[src/design/vpc_pkg.sv]
package vpc_pkg;

	// Default number of translation entries (cells in the chain)
	localparam int unsigned ENTRIES_DEF = 64;

	localparam int unsigned ADDR_W   = 64;
	localparam int unsigned OFFSET_W = 12;
	localparam int unsigned PAGE_W   = ADDR_W - OFFSET_W;

	// Request codes
	typedef enum logic [1:0] {
		REQ_LOOKUP = 2'd0,
		REQ_INSERT = 2'd1,
		REQ_DELETE = 2'd2,
		REQ_FLUSH  = 2'd3
	} req_op_t;

	// Result status codes
	localparam logic [1:0] ST_OK   = 2'd0;
	localparam logic [1:0] ST_MISS = 2'd1;
	localparam logic [1:0] ST_FULL = 2'd2;
	localparam logic [1:0] ST_SKIP = 2'd3;

	// Request held steady and broadcast to every cell during a walk
	typedef struct packed {
		req_op_t             op;
		logic                flush_all;
		logic [ADDR_W-1:0]   tb;
		logic [ADDR_W-1:0]   nb;
		logic [PAGE_W-1:0]   vp;
		logic [PAGE_W-1:0]   pp;
	} req_t;

	// Token handed from cell to cell, one cell per cycle
	typedef struct packed {
		logic              active;
		logic              hit;
		logic [PAGE_W-1:0] pp;
		logic              free_found;
	} tok_t;

endpackage

[src/design/vpc_cell.sv]
module vpc_cell (
	input  logic          clk,
	input  logic          arst_n,
	input  vpc_pkg::req_t req,
	input  vpc_pkg::tok_t tok_in,
	input  logic          wr_en,
	output vpc_pkg::tok_t tok_out
);

	logic                        valid_q;
	logic                        cand_q;
	logic [vpc_pkg::ADDR_W-1:0]  tb_q;
	logic [vpc_pkg::ADDR_W-1:0]  nb_q;
	logic [vpc_pkg::PAGE_W-1:0]  vp_q;
	logic [vpc_pkg::PAGE_W-1:0]  pp_q;
	vpc_pkg::tok_t               tok_q;
	vpc_pkg::tok_t               tok_nxt;
	logic                        as_match;
	logic                        key_match;
	logic                        take_free;

	// Key compare against the broadcast request
	assign as_match  = valid_q && (tb_q == req.tb) && (nb_q == req.nb);
	assign key_match = as_match && (vp_q == req.vp);
	assign take_free = (req.op == vpc_pkg::REQ_INSERT) && !valid_q && !tok_in.free_found;

	// Token update as it passes this cell
	always_comb begin
		tok_nxt = tok_in;
		if (tok_in.active) begin
			case (req.op)
				vpc_pkg::REQ_LOOKUP: begin
					if (key_match && !tok_in.hit) begin
						tok_nxt.hit = 1'b1;
						tok_nxt.pp  = pp_q;
					end
				end
				vpc_pkg::REQ_INSERT: begin
					if (key_match) tok_nxt.hit = 1'b1;
					if (take_free) tok_nxt.free_found = 1'b1;
				end
				default: begin
				end
			endcase
		end
	end

	always_ff @(posedge clk or negedge arst_n) begin
		if (!arst_n) begin
			tok_q <= '0;
		end else begin
			tok_q <= tok_nxt;
		end
	end

	// Valid bit and first-free marker
	always_ff @(posedge clk or negedge arst_n) begin
		if (!arst_n) begin
			valid_q <= 1'b0;
			cand_q  <= 1'b0;
		end else begin
			if (tok_in.active) cand_q <= take_free;
			if (wr_en && cand_q) begin
				valid_q <= 1'b1;
			end else if (tok_in.active) begin
				if (req.op == vpc_pkg::REQ_DELETE && key_match) valid_q <= 1'b0;
				if (req.op == vpc_pkg::REQ_FLUSH && (req.flush_all || as_match))
					valid_q <= 1'b0;
			end
		end
	end

	// Entry payload: overwrite the physical page in place on an insert key hit, fill when claimed
	always_ff @(posedge clk) begin
		if (wr_en && cand_q) begin
			tb_q <= req.tb;
			nb_q <= req.nb;
			vp_q <= req.vp;
			pp_q <= req.pp;
		end else if (tok_in.active && req.op == vpc_pkg::REQ_INSERT && key_match) begin
			pp_q <= req.pp;
		end
	end

	assign tok_out = tok_q;

endmodule

[config.mk]
export PLATFORM = sky130hd
export DESIGN_NAME = vpc_cell
export DESIGN_NICKNAME = d
export VERILOG_FILES = /design/src/design/vpc_pkg.sv /design/src/design/vpc_cell.sv
export SDC_FILE = /design/constraint.sdc
export NUM_CORES = 1
export LEC_CHECK = 0
export BUFFER_PORTS_ARGS = -buffer_cell sky130_fd_sc_hd__buf_4
export CORE_MARGIN = 10
export CORE_UTILIZATION = 46
export CTS_CLUSTER_SIZE = 16
export DETAILED_ROUTE_END_ITERATION = 6
export GPL_TIMING_DRIVEN = 0
export PLACE_DENSITY = 0.76
export SLEW_MARGIN = 10
export SYNTH_ARGS = -nofsm -noshare
export SYNTH_HDL_FRONTEND = slang
export SYNTH_SLANG_ARGS = --single-unit
[constraint.sdc]
create_clock -name clk -period 6.6 [get_ports clk]
set_clock_uncertainty 0.05 [all_clocks]
set_input_delay 1.32 -clock clk [delete_from_list [all_inputs] [get_ports clk]]
set_output_delay 1.32 -clock clk [all_outputs]
set_load 0.02 [all_outputs]
After elaboration in Yosys (flattened, before gate mapping). Cells that the tools add are included.

Divide/modulo/power cells: 0. Multipliers: 0. Order comparisons: 0. Bitwise operators: 0. Reductions and logical operators: 20. Mux-type cells: 13. $add $sub $neg: 0. Eq/ne operators: 6. Shift operators: 0.

Operators by type and width (number): 52-bit 2-to-1 mux (3); 64-bit == test (2); 54-bit 2-to-1 mux (1); 53-bit 2-to-1 mux (1); 52-bit == test (1); 1-bit logical AND (11); 1-bit 2-to-1 mux (7); 2-bit == test (second input constant) (2); 2-bit nonzero test (2); 1-bit logical NOT (3); 3-bit nonzero test (1); 2-bit by 1-bit == test with 1-bit output (second input constant) (1); 2-bit logical NOT (1); 1-bit case mux with 2 select lines (1); 2-bit AND reduction (1); 1-bit logical OR (1).

Word-level logic and storage cells: 49. Memory bits (read-only): 0. Register bits after elaboration: 289. Bits in latches: 0. Output and inout port bits: 55. Bits of input ports: 293. RAM bits: 0. Memories: 0.

Logic depth before layout (Yosys ltp).
Depth in word-level cells: 9. Mapped depth: 8. Depth with buffers taken out: 7.

Worst setup path after synthesis. No wires, ideal clock.

Path kind: input to register. From: input req[231] in the netlist's numbering. To: register pp_q[0] in the netlist's numbering (enable). Library setup time: 540 ps. Slack: -483 ps. Arrival: 6494 ps. Required time: 6010 ps. Path buffers: 0. Stages: 7. Cells stage by stage: nor2b_1 -> a2111o_1 -> nor4_1 -> nand4_1 -> nor4_2 -> nand3_1 -> o31ai_1.

Cells in the longest elaborated chain, start to end: 6.

RTL lines: start: declaration (RTL line vpc_cell.sv:4) `input vpc_pkg::req_t req,`; 64-bit == test (RTL line vpc_cell.sv:23) `assign as_match = valid_q && (tb_q == req.tb) && (nb_q == req.nb);`; 1-bit logical AND (2 in a row) (RTL line vpc_cell.sv:23); 1-bit logical AND (RTL line vpc_cell.sv:24) `assign key_match = as_match && (vp_q == req.vp);`; 1-bit logical AND (RTL line vpc_cell.sv:80) `end else if (tok_in.active && req.op == vpc_pkg::REQ_INSERT && key_match) begin`; 2-bit nonzero test (no source line); end signal: assignment (RTL line vpc_cell.sv:79) `pp_q <= req.pp;`; end signal: assignment (RTL line vpc_cell.sv:81) `pp_q <= req.pp;`; end: declaration (RTL line vpc_cell.sv:15) `logic [vpc_pkg::PAGE_W-1:0] pp_q;`.

Every way passes these cells. A chain may end at the register's enable or synchronous reset.

Final worst setup path.
From: input req[66] in the netlist's numbering. To: register pp_q[47] in the netlist's numbering (enable).

Cells in the longest elaborated chain, start to end: 4.

RTL lines (RTL line): 52-bit == test (vpc_cell.sv:24); 1-bit logical AND (vpc_cell.sv:24); 1-bit logical AND (vpc_cell.sv:80); 2-bit nonzero test (no source line).

Every way passes these cells.

==> impl_metrics.csv <==
group,metric,value,unit
die,initial_core_util,0.468,
placed_design,dp_hpwl,23400,um
synthesis,ys_seq_elements,289,
pwr,p_int,0.00317,W
global_route,grt_antenna_before_repair,1,
die,rows,57,
run_status,outcome,"finished, final reports clean",
clock_tree,cts_buffers,31,
worst_hold_path,hold_start,"pp_q[33]",
worst_setup_path,cp_max_fo,16,
die,dieArea,31400,um^2
global_route,grt_pass1_wl,43800,um
synthesis,synthCells,671,
worst_setup_path,r2r_end,"pp_q[47]",
die,ios,348,
synthesis,syn_avg_cell_area,16.9,um^2
routing,initialDrtViolationCount,361,
die,core,24300,um^2
pwr,peakVddDrop,195,uV
clock_tree,clk_latency,540,ps
synthesis,synth_area,11400,um^2
timing,fin_crit,4390,ps
global_route,gr-total-overflow,0,
synthesis,seq_area_frac_synth,0.738,
timing,worstMarginPinSlew,885,ps
synthesis,synth_cell_type_count,30,
pwr,p_comb_frac,0.076,
pwr,switching_share,0.207,
cells_and_area,drive_above_1_share,0.377,
routing,drt_pass1_iterations,5,
pwr,finalPower,0.00400,W
die,fp.dieW,177,um
worst_hold_path,whs_endpoint,"tok_out[34]",
synthesis,ys_warn_count,0,
placed_design,place_congestion,0.840,
timing,hold_violations,0,
worst_hold_path,holdPathStages,1,
clock_tree,cts_hold_buffers,0,
clock_tree,clockBufferDepth,3,
worst_setup_path,cp-start-kind,"input port",
pwr,power_frac_clock,0.422,
worst_setup_path,required,6790,ps
pwr,cellLeakagePower,6.04,nW
routing,via_per_inst,5.01,
timing,max_freq,228,MHz
timing,finalMaxSlewViolations,0,
pwr,p_sw,0.000827,W
worst_setup_path,crit_arrival,4580,ps
pwr,powerDensity,258,nW/um^2
clock_tree,cts_tree,"done",
global_route,gr-usage-all-layers,0.182,
routing,vias,7025,
placed_design,portBuffers,347,
worst_setup_path,critPathLaunch,"req[66]",
timing,min_period_over_period,0.666,
global_route,grt_pass1_vias,7618,
worst_setup_path,crit_path_end_kind,"register",
timing,finalSetupViolations,0,
cells_and_area,antennaDiodeCount,0,
worst_hold_path,hold_path.class,"reg2reg",
worst_setup_path,crit_path_max_incr_delay,800,ps
routing,final_antenna_net_count,0,
cells_and_area,area_delta_synth_final,36.1,%
routing,wirelength,30100,um
clock_tree,cts_resized,0,
timing,relSlewSlack,0.405,
clock_tree,cts_setup_buffers,0,
worst_setup_path,crit_path_top_delay_cell,"nor4_1",
die,die_y,177,um
pwr,power_frac_seq,0.501,
cells_and_area,final_cells,1403,
clock_tree,cts.reportedPaths.clkPinSlew,60,ps
clock_tree,cts-root-buf,"clkbuf_16",
clock_tree,clock_sinks,289,
synthesis,syn_nets,964,
clock_tree,htreeDepth,1,
worst_setup_path,worstReg2RegStart,"vp_q[20]",
cells_and_area,final_nets,1348,
global_route,grt_start_max_net_pins,127,
routing,drc_errors,0,
run,drv_cap,0,
timing,fin_hold_ws,406,ps
worst_setup_path,path_cells,"buf_4 -> xnor2_1 -> nand4_1 -> nor4_1 -> nand4_1 -> nor4_1 -> nand3_1 -> o31ai_4 -> buf_8 -> buf_16",
worst_setup_path,worstSetupPathType,"in2reg",
timing,rsz0062_at_grt,"no",
worst_setup_path,r2r_setup_slack,2730,ps
worst_setup_path,rr_worst_depth,9,
routing,post_drt_wl_per_cell,21.5,um
placed_design,dp.cells,1346,
## state kept, by name, indices dropped and copies added, names as in the netlist
register and count:
pp_q 52, vp_q 52, tb_q 64, cand_q 1
nb_q 64, valid_q 1, tok_out 55
## metrics by stage
step / cell area, um^2 / TNS [ps] / util / setup WS, ps
floorplan: 11400 / 0 / - / 1120
global placement: 14400 / -118070 / 0.592 / -884
detailed placement: 14500 / 0 / 0.596 / 1520
CTS: 15500 / 0 / 0.637 / 2090
global route: 15500 / 0 / 0.637 / 1990
finish: 15500 / 0 / 0.637 / 2210
## logic make-up (layout without fill, tap and decap cells)
logic type | after synthesis | after routing | synth area share
compound gates | 40 | 40 | 0.0321
simple gates | 133 | 133 | 0.0719
mux | 52 | 52 | 0.0515
buf+inv | 34 | 442 | 0.0118
xor+xnor | 123 | 123 | 0.0947
flops | 289 | 289 | 0.738
## cells in the final DEF (no fill, tap or decap), drive strengths merged, types with 3 or more instances in the layout
cell / netlist / routed
clkbuf: 0 / 41
nor3: 3 / 3
o22ai: 5 / 5
a2111o: 13 / 13
clkinv: 0 / 11
xnor2: 49 / 49
o2111ai: 9 / 9
nor4: 28 / 28
o221ai: 3 / 3
nor2: 3 / 3
nand2: 5 / 5
nand4: 20 / 20
dfrtp: 57 / 57
mux2: 52 / 52
bufinv: 0 / 3
nand2b: 31 / 31
inv: 29 / 29
buf: 5 / 356
edfxtp: 232 / 232
xor2: 74 / 74
nor2b: 41 / 41
## cell usage after synthesis
master	instances	area, um^2
a2111o_1	13	146
a2111oi_0	2	17.5
a221oi_1	1	8.76
a22o_1	1	8.76
a22oi_1	1	7.51
a31o_2	1	8.76
buf_2	5	25.0
dfrtp_1	57	1430
edfxtp_1	232	6970
inv_1	29	109
mux2_1	50	563
mux2_2	2	22.5
nand2_1	5	18.8
nand2b_1	31	194
nand3_1	2	10.0
nand4_1	19	119
nand4_2	1	12.5
nor2_1	3	11.3
nor2b_1	41	257
nor3_1	3	15.0
nor4_1	27	169
nor4_2	1	12.5
o2111ai_1	9	78.8
o21bai_1	1	7.51
o221ai_1	3	26.3
o22ai_1	5	31.3
o31ai_1	2	15.0
o41ai_1	1	8.76
xnor2_1	49	429
xor2_1	74	648
## worst max-delay path, delay by kind of cell
| family | cells | cell delay (ps) |
|---|---|---|
| XOR/XNOR | 1 | 150 |
| AO/OA/AOI/OAI | 1 | 760 |
| AND/OR/NAND/NOR | 5 | 1810 |
| buffers and inverters | 3 | 540 |
## layer usage
layer  routed length (um)  part of all wire  track usage
met5                   16           0.00053            0
met3                 2220             0.074       0.0489
met4                  823             0.027       0.0592
met1                11800              0.39        0.222
met2                15200              0.51        0.308
## power by group through the flow
stage | sequential, W | clock, W | combinational (W)
after global routing | 0.00201 | 0.00180 | 0.000331
final | 0.00201 | 0.00169 | 0.000306
after floorplan | 0.00207 | 0 | 0.0000680
after global placement | 0.00204 | 0 | 0.000298
after CTS | 0.00201 | 0.00173 | 0.000310
after detailed placement | 0.00204 | 0 | 0.000308
## worst max path at each step
stage	endpoint	slack [ps]	depth (start not counted)
after floorplan	nb_q[0]	1120	2
after global placement	pp_q[22]	-880	8
after detailed placement	pp_q[47]	1520	10
after CTS	pp_q[47]	2090	10
after global routing	pp_q[43]	1990	10
final	pp_q[47]	2210	10
## area by class of cell
class	instances	area, um^2
plain buffers	5	25.0
clock inverters	16	158
clock buffers	41	833
multi-input cells	348	2860
repair buffers	351	2690
well taps	324	405
flip-flops and latches	289	8390
inverters	29	116
fillers	1849	8840
Note: power is estimated with default switching activity, not from simulation.
